File: config.mk
export PLATFORM = sky130hd
export DESIGN_NAME = mesi_moesi_snoop_controller
export DESIGN_NICKNAME = d
export VERILOG_FILES = /design/src/hw/rtl/msc_pkg.sv /design/src/hw/rtl/msc_controller.sv /design/src/hw/rtl/msc_datapath.sv /design/src/hw/rtl/mesi_moesi_snoop_controller.sv
export SDC_FILE = /design/constraint.sdc
export NUM_CORES = 2
export LEC_CHECK = 0
export BUFFER_PORTS_ARGS = -buffer_cell sky130_fd_sc_hd__buf_4
export CORE_ASPECT_RATIO = 0.5
export CORE_MARGIN = 5
export CORE_UTILIZATION = 32
export DETAILED_ROUTE_END_ITERATION = 7
export GPL_TIMING_DRIVEN = 0
export PLACE_DENSITY = 0.52
export SYNTH_ARGS = -nofsm -noshare
export SYNTH_HDL_FRONTEND = slang
export SYNTH_SLANG_ARGS = --single-unit
File: constraint.sdc
create_clock -name clock -period 13.8 [get_ports clock]
set_clock_uncertainty 0.2 [all_clocks]
set_input_delay 0 -clock clock [delete_from_list [all_inputs] [get_ports clock]]
set_output_delay 0 -clock clock [all_outputs]
set_load 0.01 [all_outputs]
File: src/hw/rtl/msc_pkg.sv
// Shared types, codes and defaults of the snoop controller.
package msc_pkg;

   localparam int DEF_NUM_LINES   = 64;
   localparam int DEF_OFFSET_BITS = 6;

   localparam logic [2:0] OP_PROC_RD  = 3'd0;
   localparam logic [2:0] OP_PROC_WR  = 3'd1;
   localparam logic [2:0] OP_BUS_RD   = 3'd2;
   localparam logic [2:0] OP_BUS_RDX  = 3'd3;
   localparam logic [2:0] OP_BUS_UPGR = 3'd4;

   localparam logic [2:0] LS_I = 3'd0;
   localparam logic [2:0] LS_S = 3'd1;
   localparam logic [2:0] LS_E = 3'd2;
   localparam logic [2:0] LS_M = 3'd3;
   localparam logic [2:0] LS_O = 3'd4;

   localparam logic [1:0] BUS_NONE = 2'd0;
   localparam logic [1:0] BUS_RD   = 2'd1;
   localparam logic [1:0] BUS_RDX  = 2'd2;
   localparam logic [1:0] BUS_UPGR = 2'd3;

   localparam logic [2:0] CSR_PROTOCOL_MODE = 3'd0;
   localparam logic [2:0] CSR_MEM_LATENCY   = 3'd1;
   localparam logic [2:0] CSR_READ_HIT      = 3'd2;
   localparam logic [2:0] CSR_WRITE_HIT     = 3'd3;
   localparam logic [2:0] CSR_FLUSH         = 3'd4;

   localparam logic [15:0] RST_MEM_LATENCY = 16'd100;
   localparam logic [15:0] RST_READ_HIT    = 16'd1;
   localparam logic [15:0] RST_WRITE_HIT   = 16'd1;
   localparam logic [15:0] RST_FLUSH       = 16'd15;

   typedef struct packed {
      logic clear;
      logic start;
      logic step;
      logic commit;
   } msc_cmd_type;

   typedef struct packed {
      logic last;
      logic out_busy;
   } msc_status_type;

endpackage

File: src/hw/rtl/msc_controller.sv
// Sequencer for clearing, line scan and commit of the snoop controller.
module msc_controller import msc_pkg::*; (
   input  logic           clock,
   input  logic           reset,
   input  logic           req_valid,
   output logic           req_stall,
   input  msc_status_type status,
   output msc_cmd_type    cmd
);

   localparam logic [2:0] FSM_CLEAR = 3'd0;
   localparam logic [2:0] FSM_IDLE  = 3'd1;
   localparam logic [2:0] FSM_SCAN  = 3'd2;
   localparam logic [2:0] FSM_DRAIN = 3'd3;
   localparam logic [2:0] FSM_EXEC  = 3'd4;

   logic [2:0] state_ff, state_in;

   always_comb begin
      state_in = state_ff;
      cmd = '0;
      req_stall = 1'b1;
      unique case (state_ff)
         FSM_CLEAR: begin
            cmd.clear = 1'b1;
            if (status.last) state_in = FSM_IDLE;
         end
         FSM_IDLE: begin
            req_stall = 1'b0;
            if (req_valid) begin
               cmd.start = 1'b1;
               state_in = FSM_SCAN;
            end
         end
         FSM_SCAN: begin
            cmd.step = 1'b1;
            if (status.last) state_in = FSM_DRAIN;
         end
         FSM_DRAIN: state_in = FSM_EXEC;
         FSM_EXEC: begin
            if (!status.out_busy) begin
               cmd.commit = 1'b1;
               state_in = FSM_IDLE;
            end
         end
         default: state_in = FSM_CLEAR;
      endcase
   end

   always_ff @(posedge clock) begin
      if (reset) state_ff <= FSM_CLEAR;
      else state_ff <= state_in;
   end

endmodule

File: src/hw/rtl/msc_datapath.sv
// Line stores, scan registers, protocol rules and result register.
module msc_datapath import msc_pkg::*; #(
   parameter int NUM_LINES   = DEF_NUM_LINES,
   parameter int OFFSET_BITS = DEF_OFFSET_BITS
) (
   input  logic           clock,
   input  logic           reset,
   input  msc_cmd_type    cmd,
   output msc_status_type status,
   input  logic [2:0]     req_opcode,
   input  logic [31:0]    req_address,
   input  logic           req_copies_exist,
   input  logic           csr_write,
   input  logic [2:0]     csr_index,
   input  logic [15:0]    csr_wdata,
   output logic           rsp_valid,
   input  logic           rsp_stall,
   output logic           rsp_hit,
   output logic [1:0]     rsp_bus_cmd,
   output logic           rsp_flushed,
   output logic           rsp_mem_access,
   output logic           rsp_invalidated,
   output logic           rsp_writeback,
   output logic [2:0]     rsp_line_state,
   output logic [15:0]    rsp_latency_added,
   output logic [47:0]    rsp_total_time
);

   localparam int TAGW = 32 - OFFSET_BITS;
   localparam int IDXW = (NUM_LINES > 1) ? $clog2(NUM_LINES) : 1;
   localparam logic [IDXW-1:0] LAST_IDX = IDXW'(NUM_LINES - 1);
   localparam logic [47:0] TIME_MAX = '1;

   logic [TAGW-1:0] tag_mem [NUM_LINES];
   logic [2:0]      st_mem  [NUM_LINES];
   logic [31:0]     fo_mem  [NUM_LINES];

   logic            moesi_ff;
   logic [15:0]     mem_lat_ff, rd_hit_ff, wr_hit_ff, flush_ff;
   logic [31:0]     count_ff;
   logic [47:0]     total_ff;

   logic [2:0]      op_ff;
   logic [TAGW-1:0] tag_ff;
   logic            copies_ff;

   logic [IDXW-1:0] rd_idx_ff, q_idx_ff;
   logic            q_vld_ff;
   logic [TAGW-1:0] tag_q_ff;
   logic [2:0]      st_q_ff;
   logic [31:0]     fo_q_ff;

   logic            found_ff, inv_found_ff;
   logic [IDXW-1:0] hit_idx_ff, inv_idx_ff, vic_idx_ff;
   logic [2:0]      hit_st_ff, vic_st_ff;
   logic [31:0]     best_ff;

   logic            rsp_valid_ff;

   logic            hit_c, fl_c, mem_c, inv_c, fill_c, wb_c, op_ok;
   logic [1:0]      bus_c;
   logic [2:0]      nst_c;
   logic [15:0]     lat_c;
   logic [48:0]     sum_c;
   logic [47:0]     total_c;
   logic [IDXW-1:0] fill_idx, tgt_idx, wr_idx;
   logic            st_we, fo_we, tag_we;

   assign status = '{last: (rd_idx_ff == LAST_IDX), out_busy: (rsp_valid_ff && rsp_stall)};
   assign rsp_valid = rsp_valid_ff;

   always_ff @(posedge clock) begin
      if (reset) begin
         moesi_ff <= 1'b0;
         mem_lat_ff <= RST_MEM_LATENCY;
         rd_hit_ff <= RST_READ_HIT;
         wr_hit_ff <= RST_WRITE_HIT;
         flush_ff <= RST_FLUSH;
      end else if (csr_write) begin
         case (csr_index)
            CSR_PROTOCOL_MODE: moesi_ff <= csr_wdata[0];
            CSR_MEM_LATENCY:   mem_lat_ff <= csr_wdata;
            CSR_READ_HIT:      rd_hit_ff <= csr_wdata;
            CSR_WRITE_HIT:     wr_hit_ff <= csr_wdata;
            CSR_FLUSH:         flush_ff <= csr_wdata;
            default: ;
         endcase
      end
   end

   always_ff @(posedge clock) begin
      if (cmd.start) begin
         op_ff <= req_opcode;
         tag_ff <= req_address[31:OFFSET_BITS];
         copies_ff <= req_copies_exist;
      end
   end

   always_ff @(posedge clock) begin
      if (reset) begin
         rd_idx_ff <= '0;
         q_vld_ff <= 1'b0;
      end else begin
         q_vld_ff <= cmd.step;
         if (cmd.start) rd_idx_ff <= '0;
         else if (cmd.clear || cmd.step) begin
            if (rd_idx_ff == LAST_IDX) rd_idx_ff <= '0;
            else rd_idx_ff <= rd_idx_ff + 1'b1;
         end
      end
   end

   always_ff @(posedge clock) begin
      if (cmd.step) begin
         tag_q_ff <= tag_mem[rd_idx_ff];
         st_q_ff <= st_mem[rd_idx_ff];
         fo_q_ff <= fo_mem[rd_idx_ff];
         q_idx_ff <= rd_idx_ff;
      end
   end

   // track first match, first invalid line and oldest stamp, highest index on ties
   always_ff @(posedge clock) begin
      if (cmd.start) begin
         found_ff <= 1'b0;
         inv_found_ff <= 1'b0;
         best_ff <= '1;
      end else if (q_vld_ff) begin
         if (!found_ff && st_q_ff != LS_I && tag_q_ff == tag_ff) begin
            found_ff <= 1'b1;
            hit_idx_ff <= q_idx_ff;
            hit_st_ff <= st_q_ff;
         end
         if (!inv_found_ff && st_q_ff == LS_I) begin
            inv_found_ff <= 1'b1;
            inv_idx_ff <= q_idx_ff;
         end
         if (fo_q_ff <= best_ff) begin
            best_ff <= fo_q_ff;
            vic_idx_ff <= q_idx_ff;
            vic_st_ff <= st_q_ff;
         end
      end
   end

   always_comb begin
      hit_c = found_ff;
      nst_c = found_ff ? hit_st_ff : LS_I;
      bus_c = BUS_NONE;
      fl_c = 1'b0;
      mem_c = 1'b0;
      inv_c = 1'b0;
      fill_c = 1'b0;
      lat_c = '0;
      op_ok = 1'b1;
      case (op_ff)
         OP_PROC_RD: begin
            if (!found_ff) begin
               mem_c = 1'b1;
               lat_c = mem_lat_ff;
               fill_c = 1'b1;
               nst_c = copies_ff ? LS_S : LS_E;
               bus_c = BUS_RD;
            end else lat_c = rd_hit_ff;
         end
         OP_PROC_WR: begin
            if (!found_ff) begin
               mem_c = 1'b1;
               lat_c = moesi_ff ? mem_lat_ff : 16'd0;
               fill_c = 1'b1;
               nst_c = LS_M;
               bus_c = BUS_RDX;
            end else if (hit_st_ff == LS_S || (moesi_ff && hit_st_ff == LS_O)) begin
               lat_c = wr_hit_ff;
               nst_c = LS_M;
               bus_c = BUS_UPGR;
            end else if (hit_st_ff == LS_E || hit_st_ff == LS_M) begin
               lat_c = wr_hit_ff;
               nst_c = LS_M;
            end
         end
         OP_BUS_RD: begin
            if (found_ff) begin
               if (moesi_ff) begin
                  if (hit_st_ff == LS_M || hit_st_ff == LS_O) begin
                     fl_c = 1'b1;
                     lat_c = flush_ff;
                     nst_c = LS_O;
                  end else if (hit_st_ff == LS_E) nst_c = LS_S;
               end else if (hit_st_ff == LS_M || hit_st_ff == LS_E || hit_st_ff == LS_S) begin
                  fl_c = 1'b1;
                  lat_c = flush_ff;
                  mem_c = (hit_st_ff == LS_M);
                  nst_c = LS_S;
               end
            end
         end
         OP_BUS_RDX: begin
            if (found_ff) begin
               if (hit_st_ff == LS_M || (moesi_ff && hit_st_ff == LS_O)) begin
                  fl_c = 1'b1;
                  mem_c = 1'b1;
                  lat_c = flush_ff;
               end
               inv_c = 1'b1;
               nst_c = LS_I;
            end
         end
         OP_BUS_UPGR: begin
            if (found_ff && (hit_st_ff == LS_S || (moesi_ff && hit_st_ff == LS_O))) begin
               inv_c = 1'b1;
               nst_c = LS_I;
            end
         end
         default: begin
            op_ok = 1'b0;
            hit_c = 1'b0;
            nst_c = LS_I;
         end
      endcase
      wb_c = fill_c && !inv_found_ff && (vic_st_ff == LS_M || vic_st_ff == LS_O);
      sum_c = {1'b0, total_ff} + {33'd0, lat_c};
      total_c = sum_c[48] ? TIME_MAX : sum_c[47:0];
   end

   assign fill_idx = inv_found_ff ? inv_idx_ff : vic_idx_ff;
   assign tgt_idx = fill_c ? fill_idx : hit_idx_ff;
   assign wr_idx = cmd.clear ? rd_idx_ff : tgt_idx;
   assign st_we = cmd.clear || (cmd.commit && (found_ff || fill_c) && op_ok);
   assign fo_we = cmd.clear || (cmd.commit && fill_c);
   assign tag_we = cmd.commit && fill_c;

   always_ff @(posedge clock) begin
      if (st_we) st_mem[wr_idx] <= cmd.clear ? LS_I : nst_c;
      if (fo_we) fo_mem[wr_idx] <= cmd.clear ? 32'd0 : count_ff;
      if (tag_we) tag_mem[wr_idx] <= tag_ff;
   end

   always_ff @(posedge clock) begin
      if (reset) begin
         count_ff <= '0;
         total_ff <= '0;
      end else if (cmd.commit && op_ok) begin
         count_ff <= count_ff + 32'd1;
         total_ff <= total_c;
      end
   end

   always_ff @(posedge clock) begin
      if (reset) rsp_valid_ff <= 1'b0;
      else if (cmd.commit) rsp_valid_ff <= 1'b1;
      else if (!rsp_stall) rsp_valid_ff <= 1'b0;
   end

   always_ff @(posedge clock) begin
      if (cmd.commit) begin
         rsp_hit <= hit_c;
         rsp_bus_cmd <= bus_c;
         rsp_flushed <= fl_c;
         rsp_mem_access <= mem_c;
         rsp_invalidated <= inv_c;
         rsp_writeback <= wb_c;
         rsp_line_state <= nst_c;
         rsp_latency_added <= lat_c;
         rsp_total_time <= op_ok ? total_c : total_ff;
      end
   end

endmodule

File: src/hw/rtl/mesi_moesi_snoop_controller.sv
// Top level of the MESI/MOESI snoop controller for a fully associative cache.
// Each access walks the line stores one line per cycle to find the match, the first
// invalid line and the oldest fill, then updates the chosen line in one commit cycle:
// the result is registered at the commit, and a new access is taken only after the
// previous one has been committed, as the line stores are scanned through a single read
// port. After reset a clearing pass sets every line invalid before the first access
// is taken; CSR writes are taken at any time and must be made only while no access is
// in flight. The result sits in an output register, so the next access can start while
// a result waits to be taken.
module mesi_moesi_snoop_controller import msc_pkg::*; #(
   parameter int NUM_LINES   = DEF_NUM_LINES,
   parameter int OFFSET_BITS = DEF_OFFSET_BITS
) (
   input  logic        clock,
   input  logic        reset,
   input  logic        req_valid,
   output logic        req_stall,
   input  logic [2:0]  req_opcode,
   input  logic [31:0] req_address,
   input  logic        req_copies_exist,
   input  logic        csr_valid,
   output logic        csr_ready,
   input  logic [2:0]  csr_index,
   input  logic [15:0] csr_wdata,
   output logic        rsp_valid,
   input  logic        rsp_stall,
   output logic        rsp_hit,
   output logic [1:0]  rsp_bus_cmd,
   output logic        rsp_flushed,
   output logic        rsp_mem_access,
   output logic        rsp_invalidated,
   output logic        rsp_writeback,
   output logic [2:0]  rsp_line_state,
   output logic [15:0] rsp_latency_added,
   output logic [47:0] rsp_total_time
);

   msc_cmd_type    cmd;
   msc_status_type status;

   assign csr_ready = 1'b1;

   msc_controller u_ctrl (
      .clock     (clock),
      .reset     (reset),
      .req_valid (req_valid),
      .req_stall (req_stall),
      .status    (status),
      .cmd       (cmd)
   );

   msc_datapath #(
      .NUM_LINES   (NUM_LINES),
      .OFFSET_BITS (OFFSET_BITS)
   ) u_dp (
      .clock             (clock),
      .reset             (reset),
      .cmd               (cmd),
      .status            (status),
      .req_opcode        (req_opcode),
      .req_address       (req_address),
      .req_copies_exist  (req_copies_exist),
      .csr_write         (csr_valid && csr_ready),
      .csr_index         (csr_index),
      .csr_wdata         (csr_wdata),
      .rsp_valid         (rsp_valid),
      .rsp_stall         (rsp_stall),
      .rsp_hit           (rsp_hit),
      .rsp_bus_cmd       (rsp_bus_cmd),
      .rsp_flushed       (rsp_flushed),
      .rsp_mem_access    (rsp_mem_access),
      .rsp_invalidated   (rsp_invalidated),
      .rsp_writeback     (rsp_writeback),
      .rsp_line_state    (rsp_line_state),
      .rsp_latency_added (rsp_latency_added),
      .rsp_total_time    (rsp_total_time)
   );

endmodule

==> flow_metrics.py <==
metrics = {
    "run_status": {
        "status": "complete, but fails checks",
        "violations": "capacitance limit, slew limit",
    },
    "power": {
        "powerDensity_nw_per_um2": 137,
        "peakVddDrop_v": 0.0000984,
        "p_leak_nw": 64.8,
    },
    "timing": {
        "worstMarginPinSlew_ns": 1.60,
        "rsz0062_at_grt": "no",
        "relSlewSlack": -0.0638,
        "fin_crit_ns": 6.97,
        "fin_ws_ns": 6.83,
        "final-hold-violation-count": 0,
        "fmaxAchievable_ghz": 0.143,
        "setup_tns_ns": 0,
        "fin_crit_sh": 0.505,
        "report.final.setup_viol": 0,
        "whs_ns": 0.0816,
        "slew_viol_final": 44,
    },
    "clock_network": {
        "hold_buffers": 125,
        "cts.reportedPaths.clkPinSlew_ns": 0.07,
        "htree_levels": 5,
        "cts_buffers": 417,
        "cts_tree": "yes",
        "cts_resized": 0,
        "post-cts-setup-buffers": 0,
        "clock-sinks": 4289,
        "clockBufferDepth": 4,
        "cts_root_buffer": "clkbuf_16",
        "clk_latency_ns": 0.96,
    },
    "synthesis": {
        "synthSimpleGateAreaFrac": 0.0266,
        "syn_area_per_cell_um2": 21.6,
        "synth.area.mux_share": 0.170,
        "synth.cell_area_um2": 166000,
        "yosysMostFrequentCell": "edfxtp_1",
        "synth.area.top_cells": "edfxtp_1 (74%), mux4_2 (16%), dfxtp_1 (2.3%), nor2_1 (0.80%), nand2_1 (0.63%)",
        "synth_compound_area_frac": 0.0205,
        "syn_nets": 7797,
        "synthArstFlopShare": 0,
        "synth_cells": 7686,
        "synth_xor_area_frac": 0.00348,
        "synth_top_area_frac": 0.740,
        "synth_seq_cells": 4289,
        "yosys.area.top_type": "edfxtp_1",
        "synth-main-ff-cell": "edfxtp_1",
        "yosysUniqueCellTypes": 74,
        "synth_top_family_by_area": "multiplexers",
        "yosysSeqAreaShare": 0.763,
        "synth-edff-count": 4099,
        "ys_top_cells_by_count": "edfxtp_1 (4099), mux4_2 (1215), nor2_1 (355)",
        "yosysWarnings": 0,
        "synth_fa_ha_area_frac": 0.00388,
    },
    "critical_path": {
        "endpoint_kind": "flop",
        "cp.arrival_ns": 7.47,
        "reg2reg_slack_ns": 6.83,
        "path_max_fanout": 10,
        "worst_setup_path_start_kind": "flop",
        "crit_type": "reg -> reg",
        "cp_data_required_time_ns": 14.30,
    },
    "finish": {
        "layout.nets": 8711,
        "fill_cells": 46500,
        "area_growth_syn_to_layout_pct": 18.6,
        "drive_gt1_frac": 0.283,
    },
    "global_route": {
        "grt_pass1_wl_um": 708000,
        "grt_pass1_vias": 84600,
        "grt_max_degree": 75,
        "antenna_found_initial": 49,
        "grt_remaining_overflow": 0,
        "gr-usage-all-layers": 0.188,
    },
    "die": {
        "core_um2": 518000,
        "ios": 137,
        "start_util": 0.321,
        "chipWidth_um": 1030,
        "die-area_um2": 535000,
        "row_count": 187,
        "die_h_um": 520,
    },
    "routing": {
        "drc": 0,
        "met1Wirelength_um": 225000,
        "vias_per_cell": 5.40,
        "wl_met3_um": 41400,
        "drt_iter0_markers": 11200,
        "routed.top_layer": "met5",
        "wl_per_cell_um": 32.6,
        "wl_met2_um": 236000,
        "antenna_left": 0,
        "first_pass_iters": 6,
        "routed_wirelength_um": 517000,
        "num_vias": 85600,
    },
    "min_path": {
        "min_path_type": "in -> reg",
    },
    "run": {
        "max_cap_violations": 4,
    },
    "placed_design": {
        "dpl_worst_slack_ns": 7.14,
        "dp_hpwl_um": 360000,
        "portBuffers": 128,
        "gp_congestion": 0.885,
    },
}
[cells by family after synthesis]
kind of cell    Yosys count
flops                  4289
buf+inv                 489
xor+xnor                 66
mux                    1305
compound gates          525
simple gates            960
fa+ha+maj                51
other cells               1
[power by group]
group	leakage, nW	switching [mW]	total (mW)	internal, mW
sequential	43.3	0.0131	14.1	14.1
clock	6.48	5.03	11.4	6.34
combinational	15.0	0.906	1.45	0.543
total	64.8	5.95	26.9	21.0
[metrics by stage]
stage | instance area (um^2) | utilization | power, mW | instances
floorplan | 166000 | - | 15.2 | 7686
global route | 197000 | 0.380 | 27.7 | 15800
CTS | 197000 | 0.380 | 27.1 | 15800
global placement | 176000 | 0.339 | 15.8 | 14700
finish | 197000 | 0.380 | 26.9 | 15900
detailed placement | 183000 | 0.352 | 15.8 | 15000
[worst max-delay path, cell delays in order (launching register included)]
cell and delay (ns):
edfxtp_1 0.50, clkbuf_1 0.25, nand3b_1 0.24, a21oi_1 0.34, nor2_1 0.09, nor2_1 0.92
clkbuf_1 0.78, a22o_1 0.27, a222oi_1 0.08, inv_1 0.23, ha_1 0.16, buf_2 0.17
nand4_1 0.21, nor3_1 0.31, a21oi_1 0.17, a2111oi_4 0.87, buf_2 0.46, a31oi_1 0.07
o31ai_1 0.38
[layout by cell type, fill, tap and decap left out, drive strengths merged, types with 37 or more instances in the layout]
cell,n
ha,50
bufinv,37
nor2,356
and2,49
a21oi,209
o211ai,37
nand2,281
o21ai,39
dlygate4sd3,125
mux4,1215
mux2i,88
nor2b,65
inv,80
edfxtp,4099
dfxtp,190
a211oi,95
xor2,44
clkinv,180
buf,566
nand3,43
clkbuf,745
[final timing paths]
kind	from	to	cells after the start
worst max register to register	u_dp.hit_st_ff[0]	u_dp.rsp_total_time[34]	18
worst min register to register	u_dp.rd_idx_ff[5]	u_dp.q_idx_ff[5]	0
worst min-delay path	csr_valid	u_dp.moesi_ff	6
worst max-delay path	u_dp.hit_st_ff[0]	u_dp.rsp_total_time[34]	18
[routing by layer]
metal / GRT usage / vias up
li1: - / 34200
met1: 0.275 / 47100
met2: 0.290 / 3718
met3: 0.0363 / 637
met4: 0.0474 / 8
met5: 0 / -
[registers in the layout (all words and copies together) (netlist names), 16 cells and up]
name	cells
u_dp.tag_q_ff	26
u_dp.rd_hit_ff	16
u_dp.flush_ff	16
u_dp.wr_hit_ff	16
u_dp.tag_ff	26
u_dp.fo_q_ff	32
u_dp.st_mem	192
u_dp.count_ff	32
u_dp.best_ff	32
u_dp.tag_mem	1664
u_dp.fo_mem	2048
u_dp.mem_lat_ff	16
u_dp.rsp_latency_added	16
u_dp.total_ff	48
u_dp.rsp_total_time	48
[cell type report]
class / count / area, um^2 / share of cell area
Tap cell: 6898 / 8630 / 0.0438
Timing Repair Buffer: 495 / 7830 / 0.0397
Clock buffer: 519 / 10900 / 0.0555
Buffer: 422 / 1820 / 0.00923
Clock inverter: 246 / 2370 / 0.0120
Antenna cell: 23 / 57.6 / 0.000292
Sequential cell: 4289 / 127000 / 0.644
Multi-Input combinational cell: 2908 / 38400 / 0.195
Inverter: 67 / 256 / 0.00130
No activity file was read; power rests on OpenSTA's default activity.
